### src/rtl/core/tcw_pkg.sv
package tcw_pkg;

  localparam int COLUMNS = 80;
  localparam int ROWS = 25;
  localparam int CELL_COUNT = ROWS * COLUMNS;
  localparam int LAST_ROW_BASE = (ROWS - 1) * COLUMNS;
  localparam int ADDR_W = $clog2(CELL_COUNT);
  localparam int TAB_STEP = 4;
  localparam int PADDR_W = 3;

  typedef logic [ADDR_W-1:0] addr_t;
  typedef logic [15:0] cell_t;

  localparam logic [7:0] SPACE_CHAR = 8'h20;
  localparam logic [7:0] TEXT_ATTR_RESET = 8'h0F;
  localparam logic [7:0] BLANK_ATTR_RESET = 8'h00;
  localparam cell_t INIT_CELL = {BLANK_ATTR_RESET, SPACE_CHAR};

  localparam logic [7:0] CH_NUL = 8'd0;
  localparam logic [7:0] CH_BS = 8'd8;
  localparam logic [7:0] CH_TAB = 8'd9;
  localparam logic [7:0] CH_NL = 8'd10;

  localparam logic [1:0] FUNC_PUT = 2'd0;
  localparam logic [1:0] FUNC_CLEAR = 2'd1;
  localparam logic [1:0] FUNC_READ = 2'd2;

  localparam logic REG_TEXT_ATTR = 1'b0;
  localparam logic REG_BLANK_ATTR = 1'b1;

  typedef enum logic [2:0] {
    ST_INIT,
    ST_IDLE,
    ST_EXEC,
    ST_READ,
    ST_BLANK,
    ST_SCROLL,
    ST_FILL,
    ST_DONE
  } st_t;

  typedef struct packed {
    logic en;
    addr_t addr;
    cell_t data;
  } ram_wr_t;

  typedef struct packed {
    logic en;
    addr_t addr;
  } ram_rd_t;

endpackage

### src/rtl/core/tcw_ctrl.sv
module tcw_ctrl
  import tcw_pkg::*;
(
  input  logic        clk,
  input  logic        rst,
  input  logic [7:0]  text_attr,
  input  logic [7:0]  blank_attr,
  input  logic        in_valid,
  output logic        in_stall,
  input  logic [1:0]  func,
  input  logic [7:0]  char_code,
  input  logic [10:0] cell_index,
  output logic        out_valid,
  input  logic        out_stall,
  output logic [4:0]  cursor_row,
  output logic [6:0]  cursor_col,
  output logic [10:0] cursor_position,
  output logic [15:0] cell_data,
  output ram_wr_t     wr,
  output ram_rd_t     rd,
  input  cell_t       rd_data
);

  localparam addr_t CELL_LAST = ADDR_W'(CELL_COUNT - 1);
  localparam addr_t SCROLL_END = ADDR_W'(LAST_ROW_BASE);
  localparam addr_t ROW_STEP = ADDR_W'(COLUMNS);

  st_t state;
  st_t state_next;

  logic [1:0]  func_q;
  logic [7:0]  char_q;
  logic [10:0] idx_q;
  logic [4:0]  row;
  logic [4:0]  row_next;
  logic [6:0]  col;
  logic [6:0]  col_next;
  addr_t       cnt;
  addr_t       copy_dst;
  logic        copy_valid;
  cell_t       data_q;

  addr_t pos;
  logic  last_row;
  logic  tab_wrap;
  logic  col_end;
  logic  origin;
  logic  idx_ok;
  logic  out_free;

  assign pos = ADDR_W'(32'(row) * COLUMNS + 32'(col));
  assign last_row = (32'(row) + 1) >= ROWS;
  assign tab_wrap = (32'(col) + TAB_STEP) >= COLUMNS;
  assign col_end = (32'(col) + 1) >= COLUMNS;
  assign origin = (row == 5'd0) && (col == 7'd0);
  assign idx_ok = 32'(idx_q) < CELL_COUNT;
  assign out_free = !out_valid || !out_stall;

  always_comb begin
    state_next = state;
    case (state)
      ST_INIT: begin
        if (cnt == CELL_LAST) state_next = ST_IDLE;
      end
      ST_IDLE: begin
        if (in_valid) state_next = ST_EXEC;
      end
      ST_EXEC: begin
        state_next = ST_DONE;
        case (func_q)
          FUNC_PUT: begin
            case (char_q)
              CH_NUL: state_next = ST_DONE;
              CH_NL: if (last_row) state_next = ST_SCROLL;
              CH_TAB: if (tab_wrap && last_row) state_next = ST_SCROLL;
              CH_BS: if (!origin) state_next = ST_BLANK;
              default: if (col_end && last_row) state_next = ST_SCROLL;
            endcase
          end
          FUNC_CLEAR: state_next = ST_FILL;
          FUNC_READ: if (idx_ok) state_next = ST_READ;
          default: state_next = ST_DONE;
        endcase
      end
      ST_READ: state_next = ST_DONE;
      ST_BLANK: state_next = ST_DONE;
      ST_SCROLL: begin
        if (cnt == SCROLL_END) state_next = ST_FILL;
      end
      ST_FILL: begin
        if (cnt == CELL_LAST) state_next = ST_DONE;
      end
      ST_DONE: begin
        if (out_free) state_next = ST_IDLE;
      end
      default: state_next = ST_INIT;
    endcase
  end

  always_comb begin
    in_stall = (state != ST_IDLE);
    wr = '0;
    rd = '0;
    case (state)
      ST_INIT: begin
        wr.en = 1'b1;
        wr.addr = cnt;
        wr.data = INIT_CELL;
      end
      ST_EXEC: begin
        if (func_q == FUNC_PUT && char_q != CH_NUL && char_q != CH_NL &&
            char_q != CH_TAB && char_q != CH_BS) begin
          wr.en = 1'b1;
          wr.addr = pos;
          wr.data = {text_attr, char_q};
        end
        if (func_q == FUNC_READ && idx_ok) begin
          rd.en = 1'b1;
          rd.addr = ADDR_W'(idx_q);
        end
      end
      ST_BLANK: begin
        wr.en = 1'b1;
        wr.addr = pos;
        wr.data = {text_attr, SPACE_CHAR};
      end
      ST_SCROLL: begin
        rd.en = (cnt != SCROLL_END);
        rd.addr = cnt + ROW_STEP;
        wr.en = copy_valid;
        wr.addr = copy_dst;
        wr.data = rd_data;
      end
      ST_FILL: begin
        wr.en = 1'b1;
        wr.addr = cnt;
        wr.data = {blank_attr, SPACE_CHAR};
      end
      default: begin
        wr = '0;
        rd = '0;
      end
    endcase
  end

  always_comb begin
    row_next = row;
    col_next = col;
    case (func_q)
      FUNC_PUT: begin
        case (char_q)
          CH_NUL: row_next = row;
          CH_NL: begin
            col_next = 7'd0;
            row_next = last_row ? row : row + 5'd1;
          end
          CH_TAB: begin
            if (tab_wrap) begin
              col_next = 7'd0;
              row_next = last_row ? row : row + 5'd1;
            end else begin
              col_next = 7'(32'(col) + TAB_STEP);
            end
          end
          CH_BS: begin
            if (col != 7'd0) begin
              col_next = col - 7'd1;
            end else if (row != 5'd0) begin
              row_next = row - 5'd1;
              col_next = 7'(COLUMNS - 1);
            end
          end
          default: begin
            if (col_end) begin
              col_next = 7'd0;
              row_next = last_row ? row : row + 5'd1;
            end else begin
              col_next = col + 7'd1;
            end
          end
        endcase
      end
      FUNC_CLEAR: begin
        row_next = 5'd0;
        col_next = 7'd0;
      end
      default: row_next = row;
    endcase
  end

  always_ff @(posedge clk) begin
    if (rst) begin
      state <= ST_INIT;
      row <= 5'd0;
      col <= 7'd0;
      cnt <= '0;
      copy_valid <= 1'b0;
      out_valid <= 1'b0;
    end else begin
      state <= state_next;
      case (state)
        ST_INIT: begin
          cnt <= (cnt == CELL_LAST) ? '0 : cnt + addr_t'(1);
        end
        ST_EXEC: begin
          row <= row_next;
          col <= col_next;
          cnt <= '0;
          copy_valid <= 1'b0;
        end
        ST_SCROLL: begin
          if (cnt != SCROLL_END) begin
            copy_dst <= cnt;
            copy_valid <= 1'b1;
            cnt <= cnt + addr_t'(1);
          end else begin
            copy_valid <= 1'b0;
          end
        end
        ST_FILL: begin
          if (cnt != CELL_LAST) cnt <= cnt + addr_t'(1);
        end
        default: cnt <= cnt;
      endcase
      if (state == ST_DONE && out_free) begin
        out_valid <= 1'b1;
      end else if (!out_stall) begin
        out_valid <= 1'b0;
      end
    end
  end

  always_ff @(posedge clk) begin
    if (state == ST_IDLE && in_valid) begin
      func_q <= func;
      char_q <= char_code;
      idx_q <= cell_index;
      data_q <= '0;
    end else if (state == ST_READ) begin
      data_q <= rd_data;
    end
    if (state == ST_DONE && out_free) begin
      cursor_row <= row;
      cursor_col <= col;
      cursor_position <= 11'(pos);
      cell_data <= data_q;
    end
  end

endmodule

### config.mk
export PLATFORM = sky130hd
export DESIGN_NAME = tcw_ctrl
export DESIGN_NICKNAME = d
export VERILOG_FILES = /design/src/rtl/core/tcw_pkg.sv /design/src/rtl/core/tcw_ctrl.sv
export SDC_FILE = /design/constraint.sdc
export NUM_CORES = 1
export LEC_CHECK = 0
export ABC_AREA = 1
export BUFFER_PORTS_ARGS = -buffer_cell sky130_fd_sc_hd__buf_2
export CAP_MARGIN = 10
export CORE_MARGIN = 5
export CORE_UTILIZATION = 49
export CTS_CLUSTER_DIAMETER = 150
export DETAILED_ROUTE_END_ITERATION = 10
export PLACE_DENSITY = 0.76
export SKIP_CTS_REPAIR_TIMING = 1
export SYNTH_ARGS = -nofsm -noshare
export SYNTH_HDL_FRONTEND = slang
export SYNTH_SLANG_ARGS = --single-unit
### constraint.sdc
create_clock -name clk -period 3.05 [get_ports clk]
set_clock_uncertainty 0.1 [all_clocks]
set_input_delay 0.61 -clock clk [delete_from_list [all_inputs] [get_ports clk]]
set_output_delay 0.61 -clock clk [all_outputs]
set_load 0.1 [all_outputs]
==> Word level (Yosys, flattened, before mapping) <==
Cells that the tools add are included.
{ "classes": {"magnitude_cmp": 4, "reduce_logical": 30, "eq_ne": 34, "bitwise_logic": 1, "multipliers": 1, "addsub": 10, "muxes": 38} }
{ "ops": {"columns": ["cell", "count"], "rows": [
  ["$pmux W28 S5", 1],
  ["$pmux W11 S4", 1],
  ["$mux W11", 3],
  ["$ge A32 B7 Y1 const B", 1],
  ["$mux W28", 1],
  ["$mux W7", 4],
  ["$pmux W7 S4", 1],
  ["$mux W5", 5],
  ["$eq A8 B4 Y1 const B", 3],
  ["$ne A8 B4 Y1 const B", 3],
  ["$pmux W12 S2", 1],
  ["$eq A11 B11 Y1 const B", 2],
  ["$ne A11 B11 Y1 const B", 2],
  ["$pmux W3 S7", 1],
  ["$pmux W5 S4", 1],
  ["$mux W3", 6],
  ["$ne A2 B2 Y1 const B", 8],
  ["$pmux W7 S2", 1],
  ["$eq A3 B3 Y1 const B", 4],
  ["$mux W12", 1],
  ["$add A11 B1 Y11 const B", 1],
  ["$add A11 B7 Y11", 1],
  ["$add A11 B7 Y11 const B", 1],
  ["$lt A11 B11 Y1 const B", 1],
  ["other kinds (44)", 64]
]} }
{ "totals": {"input_bits": 57, "reg_bits": 115, "output_inout_bits": 81} }

==> Longest topological paths before layout <==
{ "depth": {"ltp_word": 7, "mapped_depth": 15} }

==> Worst setup path after synthesis <==
OpenSTA, ideal clock, no wires.
{ "synth_path": {"path_kind": "register -> output", "startpoint": "reg row[1]", "endpoint": "out wr[24] (netlist name)", "arrival_ps": 3730, "path_slack_ps": -1390, "n_path_buf": 0, "path_stages_with_launch": 7, "t_required_ps": 2340, "cell_sequence": "dfxtp_1 ha_1 ha_1 inv_1 fa_1 xor2_1 o21ai_0"} }
{ "synth_lines": {"columns": ["item", "line", "source"], "rows": [
  ["start, declared", "tcw_ctrl.sv:34", "logic [4:0] row;"],
  ["start signal, assigned", "tcw_ctrl.sv:206", "row <= row_next;"],
  ["end, declared", "tcw_ctrl.sv:19", "output ram_wr_t wr,"]
]} }

==> results by group <==
Global route
  • Vias in the first global route: 5106
  • GR Util All Layers: 22.3%
  • GRT Residual Overflow: 0
  • GR Layer Usage met2: 37.0%
  • GR Util met3: 3.68%
  • Initial antenna violation count: 0
  • Largest net degree at the start of global routing: 36
  • First-pass GRT wire length: 25.8 mm
  • Met1 usage in global routing: 28.9%
  • Most Crowded Layer GR: met2

Clocking
  • Clock root buffer: clkbuf_16
  • CTS buffer count: 9
  • Clock Pin Slew Worst Setup and Hold Paths: 0.08 ns
  • TritonCTS clock tree: built
  • H-tree depth: 3
  • Clk sinks: 111
  • Clock Path Buffers: 2
  • Clk_lat worst skew: 0.36 ns

Place
  • GP Congestion: 0.974
  • DPL Wire Length: 12.2 mm
  • Placed instance area: 0.00721 mm²
  • IO Port Bufs: 137

Timing
  • FMAX: 304 MHz
  • Slew HR: 57.8%
  • Final period util: 108%
  • Hold slack final: 0.319 ns
  • Final setup viols: 2
  • Final worst slack: -0.241 ns
  • Final min period: 3.29 ns
  • RSZ-0062 raised after global routing: yes
  • Setup TNS: -0.334 ns
  • Slew Limit Fails: 0
  • Final Hold Fails: 0
  • Actual slew at the worst max-slew pin: 0.631 ns

Finish
  • Commonest non-fill, non-tap cells in the layout: nand2_1 (171), buf_2 (106), edfxtp_1 (67), inv_1 (56), a21oi_1 (48)
  • Layout Area Growth over Synthesis: 27.9%
  • Antenna Cells: 0
  • Leading cell type in the layout, fill and taps excluded: nand2_1
  • Final Cell Area: 0.00776 mm²
  • Finished Core Util: 64.3%
  • Fin nets: 940
  • Fill cells: 987
  • Share of cells above drive strength 1: 31.2%

Synthesis
  • Share of the synthesized area in the top cell type: 33.2%
  • Synthesized flop and latch total: 111
  • Synthesis Warnings: 0
  • Synth unique cells: 48
  • Cell Area, Synth: 0.00606 mm²
  • Top post-synthesis cells by area: edfxtp_1 (33%), dfxtp_1 (15%), nand2_1 (11%)
  • Post-synth EDFFs: 67
  • Mapped Cells: 705
  • Async SR Flop Fraction: 0%
  • Seq/Total Area, Yosys: 47.7%
  • Ys flop type: edfxtp_1
  • Syn_nets: 789
  • Area leader, netlist: edfxtp_1
  • Synth Area per Inst: 8.60 µm²

Worst setup path
  • Crit path kind: reg -> out
  • CP max stage cell: fa_2
  • Most frequent cell on the critical path: ha_4
  • Startpoint Class: flop
  • Crit path capture type: output pin
  • Worst Path Required: 2.34 ns
  • Crit path DAT: 2.58 ns
  • Critical Path Max Stage Delay: 0.39 ns
  • Worst r2r src: char_q[4]
  • Worst Setup SP: row[1]
  • Cell-by-cell trace of the critical path: ha_4 -> ha_4 -> inv_2 -> fa_2 -> xor2_4 -> nor4_4 -> xor2_1 -> nand2_1 -> nand2_4 -> buf_12
  • Max FO, Critical Path: 2

Drt
  • DRT iter0 DRCs: 395
  • Final WL: 16.3 mm
  • Detailed Routing Iterations Pass 1: 6
  • Residual DRC: 0
  • Detail Route Antenna Nets: 0
  • Drt wl/cell: 15.9 µm
  • DR vias: 5482
  • Vias per inst: 5.33

Outcome
  • Failing checks: setup timing
  • Status: complete, but fails checks

Floorplanning
  • Initial core utilization: 50.3%
  • Die ar.: 0.0147 mm²
  • Top Ports: 138
  • Core area: 0.0121 mm²
  • Chip Height: 121 µm
  • Std cell rows: 40
  • Die Wd: 121 µm

Flow run
  • MaxCap Viol Count: 0

Pwr
  • Static leakage: 3.34 nW
  • PD cells: 371 mW/mm²
  • Maximum vdd drop: 0.209 mV

Min path
  • Hold Crit Start: char_code[5]
  • Min-delay worst type: in -> reg
==> flip-flops by register name, indices dropped and copies added (netlist names) <==
name / count
cnt: 11
cell_data: 16
idx_q: 11
data_q: 16
out_valid: 1
func_q: 2
cursor_row: 5
char_q: 8
cursor_col: 7
copy_valid: 1
state: 3
copy_dst: 11
row: 5
cursor_position: 7
col: 7
==> report_power, final <==
group	internal, mW	switching [mW]
Clock	0.590	0.564
Combinational	0.0531	0.0663
Sequential	1.59	0.0122
==> cell usage after synthesis, types with 5 or more instances <==
| library cell | instances |
|---|---|
| nand3_1 | 47 |
| clkbuf_1 | 6 |
| inv_1 | 60 |
| nand4_1 | 12 |
| buf_2 | 6 |
| buf_4 | 9 |
| xor2_1 | 13 |
| edfxtp_1 | 67 |
| nand2_1 | 173 |
| o21ai_0 | 40 |
| a22oi_1 | 12 |
| o21ai_1 | 5 |
| inv_2 | 10 |
| nand2_2 | 9 |
| a21oi_1 | 51 |
| dfxtp_1 | 44 |
| nor3_1 | 10 |
| nor2_2 | 6 |
| nor2_1 | 49 |
| nor2_4 | 6 |
| ha_1 | 24 |
==> path summary, 6_finish.rpt <==
path / slack (ns) / endpoint / cells after the start
max: -0.24 / wr[26] / 10
min: 0.32 / char_q[5] / 1
max reg2reg: 0.55 / row[4] / 15
min reg2reg: 0.33 / cell_data[6] / 0
==> area by class of cell <==
class	instances	area, µm²	share of cell area (%)
multi-input combinational	500	3000	38.6
sequential	111	2900	37.4
timing repair buffer	162	1080	14.0
inverter	72	282	3.63
clock buffer	10	239	3.08
tap	168	210	2.71
clock inverter	6	50.0	0.645
==> cell families after synthesis <==
kind of cell / after synthesis / share of synthesized area, %
xor+xnor: 15 / 2.17
buf+inv: 94 / 6.75
compound gates: 130 / 12.6
fa+ha+maj: 27 / 5.94
simple gates: 328 / 24.8
flops: 111 / 47.7
==> worst max-delay path: cells and delay by family (launching register included) <==
family | cells | cell delay, ns
fa+ha+maj | 3 | 0.79
simple gates | 3 | 0.48
xor+xnor | 2 | 0.40
flops | 1 | 0.34
buf+inv | 2 | 0.21
==> per-stage QoR <==
step / instances / power (mW) / worst slack, ns
global route: 1029 / 2.98 / -0.342
CTS: 1023 / 2.90 / -0.372
floorplan: 705 / 1.69 / -0.633
global placement: 1007 / 1.75 / 0.103
detailed placement: 1007 / 1.76 / 0.0385
finish: 1029 / 2.88 / -0.241
==> per-layer routing <==
layer / vias up / wire length [µm]
li1: 2699 / -
met1: 2510 / 6780
met2: 236 / 7860
met3: 37 / 1220
met4: 0 / 459
met5: - / 0
Power figures use the tool's default switching activity.
